==> config.mk <==
export PLATFORM = sky130hd
export DESIGN_NAME = rounded_rect_pixel_test_top
export DESIGN_NICKNAME = d
export VERILOG_FILES = /design/src/rtl/rrpt_pkg.sv /design/src/rtl/rrpt_front.sv /design/src/rtl/rrpt_queue.sv /design/src/rtl/rrpt_back.sv /design/src/rtl/rounded_rect_pixel_test_top.sv
export SDC_FILE = /design/constraint.sdc
export NUM_CORES = 2
export LEC_CHECK = 0
export ABC_AREA = 1
export CORE_AREA = 2 2 250 437
export CTS_BUF_LIST = sky130_fd_sc_hd__clkbuf_16
export DETAILED_ROUTE_END_ITERATION = 16
export DIE_AREA = 0 0 252 439
export DONT_BUFFER_PORTS = 1
export PLACE_DENSITY_LB_ADDON = 0.08
export SYNTH_ARGS = -nofsm -noshare
export SYNTH_HDL_FRONTEND = slang
export SYNTH_SLANG_ARGS = --single-unit
==> constraint.sdc <==
create_clock -name clk -period 8 [get_ports clk]
set_clock_uncertainty 0.1 [all_clocks]
set_input_delay 0.4 -clock clk [delete_from_list [all_inputs] [get_ports clk]]
set_output_delay 0.4 -clock clk [all_outputs]
set_load 0.01 [all_outputs]
==> src/rtl/rrpt_pkg.sv <==
`timescale 1ns / 1ps
// rrpt_pkg: shared constants and types for the rounded rectangle pixel test
// no dependencies

package rrpt_pkg;

  localparam int COORD_BITS_DEF = 12;
  localparam int QUEUE_DEPTH    = 4;
  localparam int CFG_IDX_W      = 3;

  typedef enum logic [CFG_IDX_W-1:0] {
    REG_ORIGIN_X        = 3'd0,
    REG_ORIGIN_Y        = 3'd1,
    REG_RECT_WIDTH      = 3'd2,
    REG_RECT_HEIGHT     = 3'd3,
    REG_RADIUS_TL       = 3'd4,
    REG_RADIUS_TR       = 3'd5,
    REG_RADIUS_BL       = 3'd6,
    REG_RADIUS_BR       = 3'd7
  } cfg_reg_t;

  typedef struct packed {
    logic full;
    logic empty;
  } q_stat_t;

endpackage

==> src/rtl/rrpt_front.sv <==
`timescale 1ns / 1ps
// rrpt_front: input register, corner geometry and corner classification
// depends on rrpt_pkg

module rrpt_front import rrpt_pkg::*; #(
  parameter int COORD_BITS = COORD_BITS_DEF,
  parameter int SW         = COORD_BITS + 2,
  parameter int QW         = 3 * COORD_BITS - 1 + 2 * SW
) (
  input  logic                  clk,
  input  logic                  rst,
  input  logic                  in_valid,
  output logic                  in_stall,
  input  logic [COORD_BITS-1:0] pixel_x,
  input  logic [COORD_BITS-1:0] pixel_y,
  input  logic [COORD_BITS-1:0] origin_x,
  input  logic [COORD_BITS-1:0] origin_y,
  input  logic [COORD_BITS-1:0] rect_width,
  input  logic [COORD_BITS-1:0] rect_height,
  input  logic [COORD_BITS-2:0] radius_top_left,
  input  logic [COORD_BITS-2:0] radius_top_right,
  input  logic [COORD_BITS-2:0] radius_bottom_left,
  input  logic [COORD_BITS-2:0] radius_bottom_right,
  input  q_stat_t               q_stat,
  output logic                  push,
  output logic [QW-1:0]         push_data
);

  logic                   v1;
  logic [COORD_BITS-1:0]  px;
  logic [COORD_BITS-1:0]  py;
  logic                   accept;

  // corner centres, kept in registers
  logic signed [SW-1:0] tl_cx, tl_cy, tr_cx, tr_cy, bl_cx, bl_cy, br_cx, br_cy;

  logic signed [SW-1:0] sx0, sy0, sx1, sy1;
  logic signed [SW-1:0] s_rtl, s_rtr, s_rbl, s_rbr;
  logic signed [SW-1:0] spx, spy;
  logic signed [SW-1:0] sel_cx, sel_cy, dx, dy;
  logic [COORD_BITS-2:0] sel_r;

  assign sx0   = signed'({2'b00, origin_x});
  assign sy0   = signed'({2'b00, origin_y});
  assign sx1   = sx0 + signed'({2'b00, rect_width});
  assign sy1   = sy0 + signed'({2'b00, rect_height});
  assign s_rtl = signed'({3'b000, radius_top_left});
  assign s_rtr = signed'({3'b000, radius_top_right});
  assign s_rbl = signed'({3'b000, radius_bottom_left});
  assign s_rbr = signed'({3'b000, radius_bottom_right});

  always_ff @(posedge clk) begin
    tl_cx <= sx0 + s_rtl;
    tl_cy <= sy0 + s_rtl;
    tr_cx <= sx1 - s_rtr - SW'(1);
    tr_cy <= sy0 + s_rtr;
    bl_cx <= sx0 + s_rbl;
    bl_cy <= sy1 - s_rbl - SW'(1);
    br_cx <= sx1 - s_rbr - SW'(1);
    br_cy <= sy1 - s_rbr - SW'(1);
  end

  assign in_stall = v1 && q_stat.full;
  assign accept   = in_valid && !in_stall;
  assign push     = v1 && !q_stat.full;

  always_ff @(posedge clk) begin
    if (rst) begin
      v1 <= 1'b0;
    end else if (accept) begin
      v1 <= 1'b1;
    end else if (push) begin
      v1 <= 1'b0;
    end
  end

  always_ff @(posedge clk) begin
    if (accept) begin
      px <= pixel_x;
      py <= pixel_y;
    end
  end

  assign spx = signed'({2'b00, px});
  assign spy = signed'({2'b00, py});

  // first corner square holding the pixel wins
  always_comb begin
    priority if (spx < tl_cx && spy < tl_cy) begin
      sel_cx = tl_cx;
      sel_cy = tl_cy;
      sel_r  = radius_top_left;
    end else if (spx > tr_cx && spy < tr_cy) begin
      sel_cx = tr_cx;
      sel_cy = tr_cy;
      sel_r  = radius_top_right;
    end else if (spx < bl_cx && spy > bl_cy) begin
      sel_cx = bl_cx;
      sel_cy = bl_cy;
      sel_r  = radius_bottom_left;
    end else if (spx > br_cx && spy > br_cy) begin
      sel_cx = br_cx;
      sel_cy = br_cy;
      sel_r  = radius_bottom_right;
    end else begin
      // no corner: zero distance against zero radius reads as covered
      sel_cx = spx;
      sel_cy = spy;
      sel_r  = '0;
    end
  end

  assign dx        = spx - sel_cx;
  assign dy        = spy - sel_cy;
  assign push_data = {px, py, dx, dy, sel_r};

endmodule

==> src/rtl/rrpt_queue.sv <==
`timescale 1ns / 1ps
// rrpt_queue: small first-word-fall-through queue between front and back
// depends on rrpt_pkg

module rrpt_queue import rrpt_pkg::*; #(
  parameter int WIDTH = 8,
  parameter int DEPTH = QUEUE_DEPTH
) (
  input  logic             clk,
  input  logic             rst,
  input  logic             push,
  input  logic [WIDTH-1:0] push_data,
  input  logic             pop,
  output logic [WIDTH-1:0] pop_data,
  output q_stat_t          q_stat
);

  localparam int PW = (DEPTH > 1) ? $clog2(DEPTH) : 1;
  localparam int CW = $clog2(DEPTH + 1);

  logic [WIDTH-1:0] mem [DEPTH];
  logic [PW-1:0]    wr_ptr, rd_ptr;
  logic [CW-1:0]    count;

  assign q_stat.full  = (count == CW'(DEPTH));
  assign q_stat.empty = (count == '0);
  assign pop_data     = mem[rd_ptr];

  always_ff @(posedge clk) begin
    if (push) begin
      mem[wr_ptr] <= push_data;
    end
  end

  always_ff @(posedge clk) begin
    if (rst) begin
      wr_ptr <= '0;
      rd_ptr <= '0;
      count  <= '0;
    end else begin
      if (push) begin
        wr_ptr <= (wr_ptr == PW'(DEPTH - 1)) ? '0 : wr_ptr + PW'(1);
      end
      if (pop) begin
        rd_ptr <= (rd_ptr == PW'(DEPTH - 1)) ? '0 : rd_ptr + PW'(1);
      end
      unique case ({push, pop})
        2'b10:   count <= count + CW'(1);
        2'b01:   count <= count - CW'(1);
        default: count <= count;
      endcase
    end
  end

endmodule

==> src/rtl/rrpt_back.sv <==
`timescale 1ns / 1ps
// rrpt_back: squares the corner distances, compares against the radius, output register
// depends on rrpt_pkg

module rrpt_back import rrpt_pkg::*; #(
  parameter int COORD_BITS = COORD_BITS_DEF,
  parameter int SW         = COORD_BITS + 2,
  parameter int QW         = 3 * COORD_BITS - 1 + 2 * SW
) (
  input  logic                  clk,
  input  logic                  rst,
  input  q_stat_t               q_stat,
  input  logic [QW-1:0]         pop_data,
  output logic                  pop,
  output logic                  out_valid,
  input  logic                  out_stall,
  output logic [COORD_BITS-1:0] out_x,
  output logic [COORD_BITS-1:0] out_y,
  output logic                  inside_res
);

  localparam int RW = COORD_BITS - 1;

  logic [COORD_BITS-1:0] q_x, q_y;
  logic signed [SW-1:0]  q_dx, q_dy;
  logic [RW-1:0]         q_r;
  logic signed [2*SW-1:0] sq_dx, sq_dy;

  logic                  vm;
  logic [COORD_BITS-1:0] m_x, m_y;
  logic [2*SW-1:0]       m_dx2, m_dy2;
  logic [2*RW-1:0]       m_r2;
  logic [2*SW:0]         dist2;
  logic                  ld_o;

  assign {q_x, q_y, q_dx, q_dy, q_r} = pop_data;

  // full-width signed squares
  assign sq_dx = q_dx * q_dx;
  assign sq_dy = q_dy * q_dy;

  assign ld_o = vm && (!out_valid || !out_stall);
  assign pop  = !q_stat.empty && (!vm || ld_o);

  always_ff @(posedge clk) begin
    if (rst) begin
      vm        <= 1'b0;
      out_valid <= 1'b0;
    end else begin
      if (pop) begin
        vm <= 1'b1;
      end else if (ld_o) begin
        vm <= 1'b0;
      end
      if (ld_o) begin
        out_valid <= 1'b1;
      end else if (!out_stall) begin
        out_valid <= 1'b0;
      end
    end
  end

  // squaring stage
  always_ff @(posedge clk) begin
    if (pop) begin
      m_x   <= q_x;
      m_y   <= q_y;
      m_dx2 <= unsigned'(sq_dx);
      m_dy2 <= unsigned'(sq_dy);
      m_r2  <= q_r * q_r;
    end
  end

  assign dist2 = {1'b0, m_dx2} + {1'b0, m_dy2};

  always_ff @(posedge clk) begin
    if (ld_o) begin
      out_x      <= m_x;
      out_y      <= m_y;
      inside_res <= (dist2 <= (2*SW+1)'(m_r2));
    end
  end

endmodule

==> src/rtl/rounded_rect_pixel_test_top.sv <==
`timescale 1ns / 1ps
// rounded_rect_pixel_test_top: configuration registers, front, queue and back
// depends on rrpt_pkg, rrpt_front, rrpt_queue, rrpt_back
//
//   channel  handshake              payload
//   in       in_valid / in_stall    pixel_x, pixel_y
//   out      out_valid / out_stall  out_x, out_y, inside_res
//   cfg      cfg_wen                cfg_idx, cfg_data
//
// one pixel per cycle sustained while out_stall is low; a request passes through
// the input register, queue, squaring stage and output register, in that order
// a four-entry queue separates classification from the squaring and compare stages
// in_stall rises only once the queue and input register are full behind out_stall
// synchronous rst zeroes config and control registers; the block accepts at once

module rounded_rect_pixel_test_top import rrpt_pkg::*; #(
  parameter int COORD_BITS = COORD_BITS_DEF
) (
  input  logic                  clk,
  input  logic                  rst,
  input  logic                  in_valid,
  output logic                  in_stall,
  input  logic [COORD_BITS-1:0] pixel_x,
  input  logic [COORD_BITS-1:0] pixel_y,
  output logic                  out_valid,
  input  logic                  out_stall,
  output logic [COORD_BITS-1:0] out_x,
  output logic [COORD_BITS-1:0] out_y,
  output logic                  inside_res,
  input  logic                  cfg_wen,
  input  logic [CFG_IDX_W-1:0]  cfg_idx,
  input  logic [COORD_BITS-1:0] cfg_data
);

  localparam int SW = COORD_BITS + 2;
  localparam int QW = 3 * COORD_BITS - 1 + 2 * SW;

  logic [COORD_BITS-1:0] origin_x, origin_y, rect_width, rect_height;
  logic [COORD_BITS-2:0] radius_top_left, radius_top_right;
  logic [COORD_BITS-2:0] radius_bottom_left, radius_bottom_right;

  q_stat_t         q_stat;
  logic            push, pop;
  logic [QW-1:0]   push_data, pop_data;

  always_ff @(posedge clk) begin
    if (rst) begin
      origin_x            <= '0;
      origin_y            <= '0;
      rect_width          <= '0;
      rect_height         <= '0;
      radius_top_left     <= '0;
      radius_top_right    <= '0;
      radius_bottom_left  <= '0;
      radius_bottom_right <= '0;
    end else if (cfg_wen) begin
      unique case (cfg_idx)
        REG_ORIGIN_X:    origin_x            <= cfg_data;
        REG_ORIGIN_Y:    origin_y            <= cfg_data;
        REG_RECT_WIDTH:  rect_width          <= cfg_data;
        REG_RECT_HEIGHT: rect_height         <= cfg_data;
        REG_RADIUS_TL:   radius_top_left     <= cfg_data[COORD_BITS-2:0];
        REG_RADIUS_TR:   radius_top_right    <= cfg_data[COORD_BITS-2:0];
        REG_RADIUS_BL:   radius_bottom_left  <= cfg_data[COORD_BITS-2:0];
        REG_RADIUS_BR:   radius_bottom_right <= cfg_data[COORD_BITS-2:0];
        default:         origin_x            <= origin_x;
      endcase
    end
  end

  rrpt_front #(
    .COORD_BITS (COORD_BITS),
    .SW         (SW),
    .QW         (QW)
  ) u_front (
    .clk                 (clk),
    .rst                 (rst),
    .in_valid            (in_valid),
    .in_stall            (in_stall),
    .pixel_x             (pixel_x),
    .pixel_y             (pixel_y),
    .origin_x            (origin_x),
    .origin_y            (origin_y),
    .rect_width          (rect_width),
    .rect_height         (rect_height),
    .radius_top_left     (radius_top_left),
    .radius_top_right    (radius_top_right),
    .radius_bottom_left  (radius_bottom_left),
    .radius_bottom_right (radius_bottom_right),
    .q_stat              (q_stat),
    .push                (push),
    .push_data           (push_data)
  );

  rrpt_queue #(
    .WIDTH (QW),
    .DEPTH (QUEUE_DEPTH)
  ) u_queue (
    .clk       (clk),
    .rst       (rst),
    .push      (push),
    .push_data (push_data),
    .pop       (pop),
    .pop_data  (pop_data),
    .q_stat    (q_stat)
  );

  rrpt_back #(
    .COORD_BITS (COORD_BITS),
    .SW         (SW),
    .QW         (QW)
  ) u_back (
    .clk        (clk),
    .rst        (rst),
    .q_stat     (q_stat),
    .pop_data   (pop_data),
    .pop        (pop),
    .out_valid  (out_valid),
    .out_stall  (out_stall),
    .out_x      (out_x),
    .out_y      (out_y),
    .inside_res (inside_res)
  );

endmodule

# Yosys cells after proc, flatten, opt, wreduce, memory -nomap -nowiden
# Memories as Yosys holds them, arrays and structs flattened. A register that Yosys moved wholly into a read port is not among the register bits.
# Cells that the tools add are included.
[totals] n_memories=1 input_bits=44 regBits=365 latchBits=0 ramBits=252 romBits=0 out_inout_bits=27
[classes] eq_ne=13 n_mux=25 multipliers=3 addsub=21 n_lt_le_gt_ge=9 div=0 n_reduce_logical=30 shifts=0 n_bitwise=0
[mem_list] memory="u_queue.mem" words=4 width=63 rd=1 rd_clocked_by_memory_dff=1 wr=1 line_no="rrpt_queue.sv:21" source="logic [WIDTH-1:0] mem [DEPTH];"
[ops] operator="2-to-1 mux 14 bit" count=8
[ops] operator="greater-than comparator 13 x 14 -> 1 bit" count=4
[ops] operator="less-than comparator 13 x 14 -> 1 bit" count=4
[ops] operator="multiplier 14 x 14 -> 28 bit" count=2
[ops] operator="subtractor 14 x 12 -> 14 bit" count=4
[ops] operator="subtractor 14 x 2 -> 14 bit, second input constant" count=4
[ops] operator="adder 12 x 11 -> 13 bit" count=4
[ops] operator="2-to-1 mux 11 bit" count=4
[ops] operator="adder 28 x 28 -> 29 bit" count=1
[ops] operator="<= comparator 29 x 22 -> 1 bit" count=1
[ops] operator="subtractor 13 x 14 -> 14 bit" count=2
[ops] operator="adder 12 x 12 -> 13 bit" count=2
[ops] operator="multiplier 11 x 11 -> 22 bit" count=1
[ops] operator="AND reduction 2 bit" count=8
[ops] operator="equality test 3 bit, second input constant" count=5
[ops] operator="logical AND 1 bit" count=9
[ops] operator="2-to-1 mux 1 bit" count=8
[ops] operator="2-to-1 mux 2 bit" count=4
[ops] operator="equality test 2 bit, second input constant" count=3
[ops] operator="equality test 3 x 2 -> 1 bit, second input constant" count=2
[ops] operator="zero test 1 bit" count=6
[ops] operator="zero test 3 bit" count=2
[ops] operator="case mux 3 bit (2 select lines)" count=1
[ops] operator="nonzero test 2 bit" count=3
[ops] operator="other kinds (7)" count=9

# Logic depth before layout (Yosys ltp)
[depth] word_depth=7 depth_mapped=32

# Hierarchy
# From an unflattened synthesis, not the netlist that was laid out.
[hier_totals] hier_cells=5746 area_unflattened_um2=50195.6
[by_module_without_submodules] module="rrpt_back" cells_per_inst=2756 n_inst=1 area_per_inst_um2=23610.1
[by_module_without_submodules] module="rrpt_front" cells_per_inst=1790 n_inst=1 area_per_inst_um2=12906.1
[by_module_without_submodules] module="rrpt_queue" cells_per_inst=669 n_inst=1 area_per_inst_um2=10044.6
[by_module_without_submodules] module="rounded_rect_pixel_test_top" cells_per_inst=531 n_inst=1 area_per_inst_um2=3634.7

# Worst setup path after synthesis
# No wires, ideal clock.
[synth_timing] path_kind="register to register" start="reg (tool-made name)" end="reg u_back.m_dx2[24], data pin" stages_incl_launch_ff=29 setup_time_ns=0.264 arrival_time_ns=6.192 setup_slack_ns=1.445 period_less_slack_ns=6.555 cell_sequence="dfxtp_1 buf_6 clkinv_2 buf_6 nand2_1 a32oi_4 inv_1 clkbuf_1 nor2_1 fa_1 inv_1 fa_1 inv_1 fa_1 fa_1 fa_1 inv_1 fa_1 inv_1 ha_1 nand2_1 nor2_1 nor3b_1 nand4_1 nand3_1 nand3_1 nand2_1 a31oi_1 xor2_1"
[synth_lines] element="end signal: assignment" line_no="rrpt_back.sv:68" source="m_dx2 <= unsigned'(sq_dx);"
[synth_lines] element="end: declaration" line_no="rrpt_back.sv:31" source="logic [2*SW-1:0] m_dx2, m_dy2;"

==> reports/metrics.yaml <==
synth:
  yosysWarnings: 0
  synth_nets: 6108
  async_reset_ff_share_pct: 0
  seq_area_frac_synth_pct: 33.9
  synth_edf_count: 400
  synth-main-ff-cell: "edfxtp_1"
  syn_area_um2: 48000
  ys_types: 62
  synth-seq-cells: 612
  syn_avg_cell_area_um2: 9.27
  syn_inst: 5174
min_path:
  holdCritStartpoint: "rst"
  worstHoldPathCells: 2
  min_path_type: "input port to flip-flop"
setup_path:
  critical_path_arrival_ps: 7830
  timing_worst_setup_path_type: "flip-flop to flip-flop"
  crit_slowest_cell: "a32oi_1"
  worst-path-max-fanout: 56
  crit_cells: 24
  critPathTopFamily: "adder cells"
  path_buf_inv: 8
  ff2ff_path_depth: 24
  cp-end-kind: "flip-flop"
  cp.required_ps: 8280
  path_cells: "buf_12 > nand2_1 > a32oi_1 > inv_2 > nor2_1 > inv_1 > fa_1 > inv_1 > fa_1 > inv_1 > fa_1 > fa_1 > inv_1 > fa_1 > inv_1 > fa_1 > inv_1 > ha_1 > nand2_1 > nor2_1 > a221oi_1 > o21ai_0 > a21oi_1 > xor2_1"
  slowest_delay_ps: 620
  critPathLaunchType: "flip-flop"
finish:
  final_common_cell: "inv_1"
  multi_input_area_um2: 27500
  layout_common_cells: "inv_1, nand2_1, nor2_1"
  area_growth_pct: 8.03
  regArea_um2: 16300
  num-nets-final: 6132
  n_fill_cell: 10300
  drive_gt1_share_pct: 3.87
route:
  drt-total-wl_um: 132000
  dr.pass1.iters: 5
  route.detailed.drc: 0
  vias: 34200
  wl_per_cell_um: 19.9
  drtAntennaViolNets: 0
  drt_iter0_markers: 1444
  drt-vias-per-instance: 5.18
grt:
  grt_max_degree: 103
  globalRouteTotalUtil_pct: 24.2
  use_met1_pct: 22.7
  grt_pass1_vias: 36100
  grt_pass1_wl_um: 202000
  antenna_found_initial: 3
  gr-usage-met3_pct: 1.97
  grt_use_met2_pct: 49.1
  grt-ovfl-total: 0
  top_usage_layer: "met2"
sta:
  hold_viol_final: 0
  rsz0062_at_grt: "no"
  max_freq_mhz: 133
  slew_headroom_pct: 26.6
  worstMarginPinSlew_ps: 1100
  period_share_pct: 94.3
  period_needed_ps: 7550
  drv_slew: 0
  fin_tns_setup_ps: 0
  setup_viol: 0
clocking:
  cts-root-buf: "clkbuf_16"
  cts_buffer_depth: 3
  cts_tree: "done"
  cts.sinks: 612
  cts_buffers: 57
  post_cts_buffers: 0
  h-tree-depth: 2
  clk_latency_ps: 640
  clkSlewWorstSetupHoldPaths_ps: 70
floorplan:
  start_util_pct: 44.8
  rows: 159
  fp.dieW_um: 252
  core-area_um2: 107000
  io_pins: 71
  die_y_um: 439
  die-area_um2: 111000
placed_design:
  dpl.hpwl_um: 107000
  io_buffers: 0
  gp_congestion: 0.916
flow_run:
  maxCapViolCount: 0
status:
  status: "completed"
## state kept, by name, indices dropped and copies added (netlist names), 13 cells and up, named ones only
register	cells
u_front.tr_cy	13
u_front.tl_cy	13
u_front.br_cy	14
u_front.tl_cx	13
u_front.br_cx	14
u_front.bl_cx	13
u_back.m_r2	21
u_front.bl_cy	14
u_front.tr_cx	14
u_queue.mem	252
u_back.m_dx2	27
u_back.m_dy2	27
## per-layer routing
layer	vias to the layer above	wire, um
met3	293	2860
met2	539	74900
met1	16600	44200
met4	0	9720
li1	16900	-
met5	-	0
## synthesized netlist by cell type, types with 41 or more instances
| master | count | area share (%) |
|---|---|---|
| xor2_1 | 153 | 2.8 |
| xnor2_1 | 89 | 1.6 |
| nor2_1 | 480 | 3.8 |
| buf_2 | 41 | 0.43 |
| o21ai_0 | 170 | 1.8 |
| edfxtp_1 | 400 | 25 |
| ha_1 | 466 | 12 |
| fa_1 | 424 | 18 |
| clkbuf_1 | 53 | 0.41 |
| dfxtp_1 | 212 | 8.8 |
| nand3_1 | 117 | 1.2 |
| nand2_1 | 783 | 6.1 |
| a21oi_1 | 412 | 4.3 |
| a211oi_1 | 48 | 0.75 |
| inv_1 | 956 | 7.5 |
## per-stage QoR
step	hold slack (ps)	util (%)	setup slack, ps	std cells	cell area, um2
2_1_floorplan	300	-	1440	5174	48000
4_1_cts	64.4	48.4	220	6612	51800
6_report	102	48.4	454	6614	51800
3_5_place_dp	305	46.3	237	6467	49600
5_1_grt	93.1	48.4	11.3	6612	51800
3_3_place_gp	302	46.3	337	6467	49600
## cells by family (layout without fill, tap and decap cells)
kind of cell	after synthesis	after routing	share of synthesized area, %
simple gates	1453	1453	12.1
buf+inv	1107	1177	8.94
fa+ha+maj	890	890	29.8
compound gates	868	868	10.7
flops	612	612	33.9
xor+xnor	244	244	4.53
other cells	0	2	0
## worst paths after layout
| kind | to | slack, ps |
|---|---|---|
| worst min-delay path | radius_top_left[5] | 100 |
| worst min register to register | u_back.out_x[9] | 310 |
| worst max-delay path | u_back.m_dy2[27] | 450 |
| worst max register to register | u_back.m_dy2[27] | 450 |
## final cells by class
| cell class | instances | area share, % |
|---|---|---|
| Tap cell | 1368 | 3.30 |
| Multi-Input combinational cell | 3455 | 53.0 |
| Clock buffer | 58 | 2.80 |
| Timing Repair Buffer | 91 | 1.62 |
| Sequential cell | 612 | 31.4 |
| Antenna cell | 2 | 0.00965 |
| Inverter | 981 | 7.12 |
| Clock inverter | 47 | 0.772 |
## timing repair
item / in CTS / in global routing
endpoints found under the setup margin: 0 / 6
resized for setup: 0 / 4
hold buffers: 40 / 0
endpoints found under the hold margin: 128 / 0
Power is not shown: default switching activity piles up to over one toggle a cycle in this logic, so the estimate is an artifact.
